**config.mk**
```make
export PLATFORM = sky130hd
export DESIGN_NAME = line_pixel_generator
export DESIGN_NICKNAME = d
export VERILOG_FILES = /design/src/rtl/lpg_pkg.sv /design/src/rtl/lpg_front.sv /design/src/rtl/lpg_queue.sv /design/src/rtl/lpg_walker.sv /design/src/rtl/line_pixel_generator.sv
export SDC_FILE = /design/constraint.sdc
export NUM_CORES = 1
export LEC_CHECK = 0
export BUFFER_PORTS_ARGS = -buffer_cell sky130_fd_sc_hd__buf_2
export CORE_MARGIN = 2
export CORE_UTILIZATION = 55
export DETAILED_ROUTE_END_ITERATION = 8
export PLACE_DENSITY = 0.83
export RECOVER_POWER = 25
export SYNTH_ARGS = -nofsm -noshare
export SYNTH_HDL_FRONTEND = slang
export SYNTH_HIERARCHICAL = 1
export SYNTH_SLANG_ARGS = --single-unit
```
**constraint.sdc**
```tcl
create_clock -name clk_i -period 6.4 [get_ports clk_i]
set_input_delay 0.64 -clock clk_i [delete_from_list [all_inputs] [get_ports clk_i]]
set_output_delay 0.64 -clock clk_i [all_outputs]
set_load 0.01 [all_outputs]
```
**src/rtl/lpg_pkg.sv**
```systemverilog
package lpg_pkg;

  // Grid geometry and coordinate width
  localparam int unsigned COORD_W     = 6;
  localparam int unsigned GRID_WIDTH  = 64;
  localparam int unsigned GRID_HEIGHT = 64;

  // Error term: holds span_x - span_y and stays well inside this width
  localparam int unsigned ERR_W = COORD_W + 3;

  // Queue between front and walker
  localparam int unsigned QUEUE_DEPTH = 2;
  localparam int unsigned QPTR_W      = $clog2(QUEUE_DEPTH);
  localparam int unsigned QCNT_W      = $clog2(QUEUE_DEPTH + 1);

  typedef logic [COORD_W-1:0] coord_t;

  // One classified line request
  typedef struct packed {
    coord_t                  cur_x;
    coord_t                  cur_y;
    coord_t                  tgt_x;
    coord_t                  tgt_y;
    coord_t                  span_x;
    coord_t                  span_y;
    logic                    neg_x;
    logic                    neg_y;
    logic signed [ERR_W-1:0] err;
  } line_cmd_t;

  typedef enum logic {
    WALK_IDLE,
    WALK_RUN
  } walk_state_e;

  // Saturate a coordinate to the last row or column of the grid
  function automatic coord_t clamp_coord(input coord_t v, input int unsigned limit);
    logic [COORD_W:0] ext;
    logic [COORD_W:0] lim;
    ext = {1'b0, v};
    lim = (COORD_W + 1)'(limit);
    if (ext >= lim) begin
      return COORD_W'(limit - 1);
    end
    return v;
  endfunction

endpackage

```
**src/rtl/lpg_front.sv**
```systemverilog
module lpg_front
  import lpg_pkg::*;
(
  input  logic      in_valid_i,
  output logic      in_ready_o,
  input  coord_t    start_x_i,
  input  coord_t    start_y_i,
  input  coord_t    end_x_i,
  input  coord_t    end_y_i,
  input  logic      q_ready_i,
  output logic      q_push_o,
  output line_cmd_t q_cmd_o
);

  coord_t sx, sy, ex, ey;
  logic   neg_x, neg_y;
  coord_t span_x, span_y;

  // Clamp endpoints onto the grid
  assign sx = clamp_coord(start_x_i, GRID_WIDTH);
  assign sy = clamp_coord(start_y_i, GRID_HEIGHT);
  assign ex = clamp_coord(end_x_i, GRID_WIDTH);
  assign ey = clamp_coord(end_y_i, GRID_HEIGHT);

  // Direction and absolute span per axis
  assign neg_x  = !(sx < ex);
  assign neg_y  = !(sy < ey);
  assign span_x = neg_x ? (sx - ex) : (ex - sx);
  assign span_y = neg_y ? (sy - ey) : (ey - sy);

  // Classified command, initial error = |dx| - |dy|
  always_comb begin
    q_cmd_o.cur_x  = sx;
    q_cmd_o.cur_y  = sy;
    q_cmd_o.tgt_x  = ex;
    q_cmd_o.tgt_y  = ey;
    q_cmd_o.span_x = span_x;
    q_cmd_o.span_y = span_y;
    q_cmd_o.neg_x  = neg_x;
    q_cmd_o.neg_y  = neg_y;
    q_cmd_o.err    = $signed({{(ERR_W-COORD_W){1'b0}}, span_x})
                   - $signed({{(ERR_W-COORD_W){1'b0}}, span_y});
  end

  assign in_ready_o = q_ready_i;
  assign q_push_o   = in_valid_i && q_ready_i;

endmodule

```
**src/rtl/lpg_queue.sv**
```systemverilog
module lpg_queue
  import lpg_pkg::*;
(
  input  logic      clk_i,
  input  logic      rst_ni,
  input  logic      push_i,
  input  line_cmd_t push_cmd_i,
  output logic      ready_o,
  input  logic      pop_i,
  output logic      valid_o,
  output line_cmd_t head_o
);

  line_cmd_t         slot_q [QUEUE_DEPTH];
  logic [QPTR_W-1:0] wr_ptr_q, wr_ptr_d;
  logic [QPTR_W-1:0] rd_ptr_q, rd_ptr_d;
  logic [QCNT_W-1:0] count_q, count_d;

  assign ready_o = (count_q != QCNT_W'(QUEUE_DEPTH));
  assign valid_o = (count_q != '0);
  assign head_o  = slot_q[rd_ptr_q];

  // Pointer and fill count update
  always_comb begin
    wr_ptr_d = wr_ptr_q;
    rd_ptr_d = rd_ptr_q;
    count_d  = count_q;
    if (push_i) begin
      wr_ptr_d = (wr_ptr_q == QPTR_W'(QUEUE_DEPTH - 1)) ? '0 : wr_ptr_q + 1'b1;
    end
    if (pop_i) begin
      rd_ptr_d = (rd_ptr_q == QPTR_W'(QUEUE_DEPTH - 1)) ? '0 : rd_ptr_q + 1'b1;
    end
    if (push_i && !pop_i) begin
      count_d = count_q + 1'b1;
    end else if (pop_i && !push_i) begin
      count_d = count_q - 1'b1;
    end
  end

  always_ff @(posedge clk_i or negedge rst_ni) begin
    if (!rst_ni) begin
      wr_ptr_q <= '0;
      rd_ptr_q <= '0;
      count_q  <= '0;
    end else begin
      wr_ptr_q <= wr_ptr_d;
      rd_ptr_q <= rd_ptr_d;
      count_q  <= count_d;
    end
  end

  // Slot storage, no reset needed
  always_ff @(posedge clk_i) begin
    if (push_i) begin
      slot_q[wr_ptr_q] <= push_cmd_i;
    end
  end

`ifndef SYNTHESIS
  a_no_overflow: assert property (@(posedge clk_i) disable iff (!rst_ni)
    push_i |-> (ready_o || pop_i))
    else $error("queue push while full");

  a_no_underflow: assert property (@(posedge clk_i) disable iff (!rst_ni)
    pop_i |-> valid_o)
    else $error("queue pop while empty");
`endif

endmodule

```
**src/rtl/lpg_walker.sv**
```systemverilog
module lpg_walker
  import lpg_pkg::*;
(
  input  logic      clk_i,
  input  logic      rst_ni,
  input  logic      q_valid_i,
  input  line_cmd_t q_head_i,
  output logic      q_pop_o,
  output logic      out_valid_o,
  input  logic      out_ready_i,
  output coord_t    pixel_x_o,
  output coord_t    pixel_y_o,
  output logic      last_pixel_o
);

  walk_state_e state_q, state_d;
  line_cmd_t   cmd_q, cmd_d;
  logic        out_valid_q, out_valid_d;
  coord_t      pix_x_q, pix_y_q;
  logic        last_q;

  logic                    done;
  logic                    emit;
  logic                    step_x, step_y;
  logic signed [ERR_W:0]   e2, dx_ext, dy_neg;
  logic signed [ERR_W:0]   err_sum;

  // Error term decision for the current pixel
  assign done    = (cmd_q.cur_x == cmd_q.tgt_x) && (cmd_q.cur_y == cmd_q.tgt_y);
  assign e2      = {cmd_q.err, 1'b0};
  assign dx_ext  = $signed({{(ERR_W+1-COORD_W){1'b0}}, cmd_q.span_x});
  assign dy_neg  = -$signed({{(ERR_W+1-COORD_W){1'b0}}, cmd_q.span_y});
  assign step_x  = (e2 > dy_neg);
  assign step_y  = (e2 < dx_ext);
  assign err_sum = {cmd_q.err[ERR_W-1], cmd_q.err}
                 + (step_x ? dy_neg : '0)
                 + (step_y ? dx_ext : '0);

  // A pixel goes out when the output register is free or being drained
  assign emit    = (state_q == WALK_RUN) && (!out_valid_q || out_ready_i);
  assign q_pop_o = (state_q == WALK_IDLE) && q_valid_i;

  // Next state, walk registers and output slot
  always_comb begin
    state_d     = state_q;
    cmd_d       = cmd_q;
    out_valid_d = out_valid_q;
    if (out_ready_i) begin
      out_valid_d = 1'b0;
    end
    case (state_q)
      WALK_IDLE: begin
        if (q_valid_i) begin
          cmd_d   = q_head_i;
          state_d = WALK_RUN;
        end
      end
      WALK_RUN: begin
        if (emit) begin
          out_valid_d = 1'b1;
          if (done) begin
            state_d = WALK_IDLE;
          end else begin
            cmd_d.err = err_sum[ERR_W-1:0];
            if (step_x) begin
              cmd_d.cur_x = cmd_q.neg_x ? cmd_q.cur_x - 1'b1 : cmd_q.cur_x + 1'b1;
            end
            if (step_y) begin
              cmd_d.cur_y = cmd_q.neg_y ? cmd_q.cur_y - 1'b1 : cmd_q.cur_y + 1'b1;
            end
          end
        end
      end
      default: begin
        state_d = WALK_IDLE;
      end
    endcase
  end

  always_ff @(posedge clk_i or negedge rst_ni) begin
    if (!rst_ni) begin
      state_q     <= WALK_IDLE;
      out_valid_q <= 1'b0;
    end else begin
      state_q     <= state_d;
      out_valid_q <= out_valid_d;
    end
  end

  // Payload registers
  always_ff @(posedge clk_i) begin
    cmd_q <= cmd_d;
    if (emit) begin
      pix_x_q <= cmd_q.cur_x;
      pix_y_q <= cmd_q.cur_y;
      last_q  <= done;
    end
  end

  assign out_valid_o  = out_valid_q;
  assign pixel_x_o    = pix_x_q;
  assign pixel_y_o    = pix_y_q;
  assign last_pixel_o = last_q;

`ifndef SYNTHESIS
  a_load_only_idle: assert property (@(posedge clk_i) disable iff (!rst_ni)
    q_pop_o |=> (state_q == WALK_RUN))
    else $error("line load did not start a walk");

  a_last_ends_walk: assert property (@(posedge clk_i) disable iff (!rst_ni)
    (emit && done) |=> (state_q == WALK_IDLE) && out_valid_q && last_q)
    else $error("end point did not close the line");

  a_step_moves: assert property (@(posedge clk_i) disable iff (!rst_ni)
    (emit && !done) |=> (cmd_q.cur_x != $past(cmd_q.cur_x))
                     || (cmd_q.cur_y != $past(cmd_q.cur_y)))
    else $error("walk step did not move the pixel");
`endif

endmodule

```
**src/rtl/line_pixel_generator.sv**
```systemverilog
// Path: the first pixel of a line passes the queue write, then the walker load,
// then the walker output register, when the walker is idle.
// Throughput: one pixel per cycle while out_ready_i is high; after a line of
// max(|dx|,|dy|)+1 pixels the walker returns to idle to load the next. A 2-entry queue lets
// requests be taken while a line is still being walked.
// Reset: rst_ni asynchronous active low, clears queue and walker to idle.
module line_pixel_generator
  import lpg_pkg::*;
(
  input  logic   clk_i,
  input  logic   rst_ni,
  input  logic   in_valid_i,
  output logic   in_ready_o,
  input  coord_t start_x_i,
  input  coord_t start_y_i,
  input  coord_t end_x_i,
  input  coord_t end_y_i,
  output logic   out_valid_o,
  input  logic   out_ready_i,
  output coord_t pixel_x_o,
  output coord_t pixel_y_o,
  output logic   last_pixel_o
);

  logic      q_ready, q_push, q_valid, q_pop;
  line_cmd_t push_cmd, head_cmd;

  // Front: request transfer and classification
  lpg_front u_front (
    .in_valid_i (in_valid_i),
    .in_ready_o (in_ready_o),
    .start_x_i  (start_x_i),
    .start_y_i  (start_y_i),
    .end_x_i    (end_x_i),
    .end_y_i    (end_y_i),
    .q_ready_i  (q_ready),
    .q_push_o   (q_push),
    .q_cmd_o    (push_cmd)
  );

  // Command queue
  lpg_queue u_queue (
    .clk_i      (clk_i),
    .rst_ni     (rst_ni),
    .push_i     (q_push),
    .push_cmd_i (push_cmd),
    .ready_o    (q_ready),
    .pop_i      (q_pop),
    .valid_o    (q_valid),
    .head_o     (head_cmd)
  );

  // Back: pixel walk
  lpg_walker u_walker (
    .clk_i        (clk_i),
    .rst_ni       (rst_ni),
    .q_valid_i    (q_valid),
    .q_head_i     (head_cmd),
    .q_pop_o      (q_pop),
    .out_valid_o  (out_valid_o),
    .out_ready_i  (out_ready_i),
    .pixel_x_o    (pixel_x_o),
    .pixel_y_o    (pixel_y_o),
    .last_pixel_o (last_pixel_o)
  );

endmodule

```
* Word level (Yosys, flattened, before mapping)
Memory sizes are Yosys's and may differ from the RTL's.
Cells that the tools add are included.
** Operators by class
- Add/subtract/negate cells :: 16
- $mul :: 0
- Divide/modulo/power cells :: 0
- Order comparisons :: 4
- Equal/unequal tests :: 8
- Shifts and indexed selects :: 0
- Multiplexer cells :: 28
- Bitwise operators :: 1
- Reduce and logical (&&, ||, !) cells :: 18
** Operators by type and width (number)
- two-way mux 47 bit :: 1
- two-way mux 6 bit :: 7
- two-way mux 9 bit :: 3
- two-way mux 12 bit :: 2
- case mux 12 bit (2 select lines) :: 1
- subtractor 6 bit :: 4
- adder 9 bit :: 2
- case mux 9 bit (2 select lines) :: 1
- adder 6 x 1 -> 6 bit (second input constant) :: 2
- == test 6 bit :: 2
- less-than comparator 6 bit :: 2
- subtractor 6 x 1 -> 6 bit (second input constant) :: 2
- > comparator 10 bit :: 1
- less-than comparator 10 x 7 -> 1 bit :: 1
- two-way mux 1 bit :: 10
- inequality test 2 bit (second input constant) :: 5
- negation 6 -> 10 bit :: 1
- AND reduction 4 bit :: 2
- subtractor 6 x 6 -> 7 bit :: 1
- logical AND 1 bit :: 6
- zero test 1 bit :: 5
- two-way mux 2 bit :: 2
- nonzero test 2 bit :: 2
- AND reduction 3 bit :: 1
- other kinds (8) :: 9
** Word-level totals
- Flip-flop bits (word level) :: 66
- Latch bits :: 0
- Bits in writable memories :: 94
- Bits in read-only memories :: 0
- Output and inout bits :: 15
- Word-level logic and storage cells :: 93
- Memories :: 1
** Memory list
- u_queue.slot_q :: words 2, bits a word 47, rd ports 1, clocked after Yosys merged registers in 0, write ports 1, RTL line lpg_queue.sv:14 : line_cmd_t slot_q [QUEUE_DEPTH];

* Depth between registers and ports, before layout
- Word-level depth :: 8
- Depth in mapped cells :: 24
- Gate-level depth less buffers :: 24

* Hierarchy
Netlist, hierarchy kept.
** By module, submodules not included
- lpg_walker :: instances 1, cells an instance 312, area an instance 3684.8 um2, sequential area each 1851.8 um2
- lpg_queue :: instances 1, cells an instance 162, area an instance 3659.8 um2, sequential area each 2922.8 um2
- lpg_front :: instances 1, cells an instance 180, area an instance 1430.1 um2, sequential area each 0.0 um2

* Worst setup path after synthesis
No wires, ideal clock.
- Path type :: flip-flop to flip-flop
- Start :: reg u_walker/cmd_q[11] (netlist bit)
- End :: reg u_walker/cmd_q[8] (netlist bit), data pin
- Library setup time :: 0.260 ns
- Arrival time :: 4.475 ns
- Data required time :: 6.140 ns
- Slack :: 1.664 ns
- Cell stages (with the launch flop) :: 20
- Buffers on the path :: 0
- Cells stage by stage :: edfxtp_1 -> or3_1 -> nor3_1 -> xor2_1 -> ha_1 -> nand4_1 -> a2111oi_4 -> a2111oi_4 -> or3_4 -> nand2_2 -> nand2b_1 -> fa_1 -> inv_1 -> ha_1 -> a21o_1 -> a21oi_1 -> o21ai_0 -> o41ai_1 -> xnor2_1 -> o21ai_1
** RTL lines
- from (decl) :: RTL line lpg_walker.sv:17 : line_cmd_t cmd_q, cmd_d;
- from (signal assigned) :: RTL line lpg_walker.sv:92 : cmd_q <= cmd_d;

==> impl_metrics.json <==
{
  "grt_max_degree": 51,
  "synth-edff-count": 154,
  "start_util_pct": 55.8,
  "clk_pin_slew_ns": 0.06,
  "dr.pass1.iters": 5,
  "r2r_setup_slack_ns": 1.11,
  "die_area_um2": 17000,
  "cp_cell_sequence": "inv_1 > ha_1 > nand2b_1 > nor4_2 > ha_1 > nand4_2 > a2111oi_4 > a2111oi_4 > or3_4 > nand2_2 > nand2_1 > fa_1 > inv_1 > ha_1 > inv_1 > fa_1 > nor2b_1 > o21ai_0 > nand2b_1 > a21o_1 > a21oi_1 > xor2_1 > o21ai_0",
  "crit_path_start_kind": "register",
  "vias": 5044,
  "pin_count": 43,
  "fp.dieH_um": 130,
  "period_share_pct": 82.6,
  "ff2ff_path_depth": 23,
  "yosysUniqueCellTypes": 60,
  "wl_per_cell_um": 17.8,
  "hpwl_mm": 11.6,
  "p_leak_nw": 3.84,
  "nets": 778,
  "gp_congestion": 0.909,
  "worst-path-buf-inv": 3,
  "port_buffers": 42,
  "n_fill_cell": 1166,
  "syn_to_final_growth_pct": 8.50,
  "hold_viol_final": 0,
  "drive_above_1_share_pct": 16.4,
  "multi_input_area_um2": 3440,
  "grt_pass1_wl_mm": 25.6,
  "ant_nets": 0,
  "worst-endpoint-required_ns": 6.54,
  "routed_wl_mm": 16.1,
  "ys.warnings.count": 6,
  "finalClockSkew_ns": 0.00498,
  "layout_min_cycle_time_ns": 5.29,
  "ys_ff_latch": 160,
  "cts.sinks": 160,
  "powerDensity_nw_per_um2": 433,
  "avgSynthCellArea_um2": 13.4,
  "numCtsBuffers": 17,
  "worstMarginPinSlew_ns": 1.25,
  "async_flop_share_pct": 3.75,
  "slowest_stage": "fa_1",
  "worstPathArrival_ns": 5.43,
  "grt_pass1_vias": 5134,
  "cp_max_fo": 5,
  "cpLargestDelayFamily": "simple AND/OR/NAND/NOR gates",
  "ir_worst_vdd_uv": 209,
  "fmax_ghz": 0.189,
  "endpoint_kind": "register",
  "post-place-ws_ns": 1.26,
  "seqCellArea_um2": 4780,
  "grt_overflow": 0,
  "outcome": "completed",
  "slew_violations": 0,
  "die_x_um": 130,
  "reg2reg_to": "u_walker/cmd_q[7]",
  "rows": 46,
  "cts_tree": "yes",
  "crit_type": "register to register",
  "setup_violations": 0,
  "yosysSeqAreaShare_pct": 54.4,
  "relSlewSlack_pct": 16.8,
  "synth_ff_type": "edfxtp_1",
  "antenna_cells": 0,
  "post_cts_buffers": 0,
  "track_usage_pct": 20.0,
  "post_cts_resized": 0,
  "worst_slack_ns": 1.11,
  "cts_hold_buffers": 0,
  "final_common_cell": "edfxtp_1",
  "max_stage_delay_ns": 0.51,
  "synth_fp_nets": 756,
  "grt_setup_unrepaired": "false",
  "synth_cells": 654,
  "final_cell_mix": "154 x edfxtp_1, 71 x inv_1, 60 x ha_1, 40 x nand2_1, 34 x xor2_1",
  "coreArea_um2": 15700,
  "rr_startpoint": "u_walker/cmd_q[11]",
  "max-cap-violations": 0,
  "htreeDepth": 4,
  "syn_area_um2": 8770,
  "vias_per_cell": 5.57,
  "cts_buffer_depth": 2,
  "clockRootBuffer": "clkbuf_16",
  "clkLatencyLatePin_ns": 0.42,
  "hp-class": "input pin to async pin",
  "drtIter0Drc": 442,
  "post-route-drc-count": 0,
  "tns_ns": 0,
  "antenna_found_initial": 0
}
## flip-flops by register name, indices dropped and copies added (netlist names)
name and flops:
u_queue/slot_q 94, u_queue/wr_ptr_q 1, u_walker/pixel_y_o 6, u_walker/state_q 1, u_queue/count_q 2, u_walker/out_valid_o 1, u_walker/pixel_x_o 6, u_queue/rd_ptr_q 1
u_walker/cmd_q 47, u_walker/last_pixel_o 1
## Yosys cell counts (all sizes together) (3+ instances only)
library cell,n,area (um2)
nor2,10,37.5
clkbuf,6,25.0
nor3,3,15.0
o21ai,31,166
buf,36,284
a21o,14,105
inv,72,270
dfrtp,6,150
xor2,34,298
fa,14,280
ha,60,751
a31oi,3,33.8
o21a,5,37.5
a21oi,23,119
edfxtp,154,4620
xnor2,19,166
mux2i,8,80.1
nor4,10,68.8
and2,7,45.1
mux2,49,627
nand3,3,15.0
nand2,41,156
nand2b,8,50.1
a22o,4,35.0
nor2b,6,45.0
a221oi,5,43.8
## stage by stage
stage | power, mW | area [um2] | util (%) | std cells | hold WS [ns]
after floorplan | 2.80 | 8770 | - | 654 | 0.344
after global placement | 3.05 | 8990 | 57.2 | 873 | 0.468
after detailed placement | 3.15 | 8990 | 57.2 | 873 | 0.470
after CTS | 4.13 | 9560 | 60.8 | 905 | 0.0197
after global routing | 4.36 | 9520 | 60.6 | 905 | 0.0814
final | 4.12 | 9520 | 60.6 | 905 | 0.0802
## cells by family after synthesis
logic type | synth area share, %
xor gates and xnor gates | 5.29
and+or+nand+nor | 5.92
AOI/OAI and AO/OA | 7.97
buffers and inverters | 6.60
muxes | 8.06
adders and majority gates | 11.7
DFF | 54.4
## how the worst max path moves through the flow
stage	end	slack [ns]	cells after the start	from
after floorplan	u_walker/cmd_q[8]	1.66	19	u_walker/cmd_q[11]
after global placement	u_walker/cmd_q[8]	1.43	19	u_walker/cmd_q[11]
after detailed placement	u_walker/cmd_q[7]	1.26	23	u_walker/cmd_q[11]
after CTS	u_walker/cmd_q[7]	1.17	23	u_walker/cmd_q[11]
after global routing	u_walker/cmd_q[8]	0.73	20	u_walker/cmd_q[11]
final	u_walker/cmd_q[7]	1.11	23	u_walker/cmd_q[11]
## cell type report
type	instances	share of cell area [%]
inverter	72	2.84
timing repair buffer	45	2.05
clock buffer	19	4.65
tap	216	2.84
clock inverter	13	1.35
sequential	160	50.2
multi-input combinational	380	36.1
## routing by layer
| layer | wire [um] | GRT usage (%) |
|---|---|---|
| met3 | 946 | 4.51 |
| met5 | 0 | 0 |
| met4 | 365 | 7.65 |
| met2 | 7710 | 32.0 |
| met1 | 7090 | 26.8 |
## report_power, final
part	internal [mW]	switching, mW	total [mW]
Sequential	1.55	0.124	1.67
Combinational	0.650	0.834	1.48
Clock	0.553	0.410	0.963
Total	2.75	1.37	4.12
Note: power is estimated with default switching activity, not from simulation.
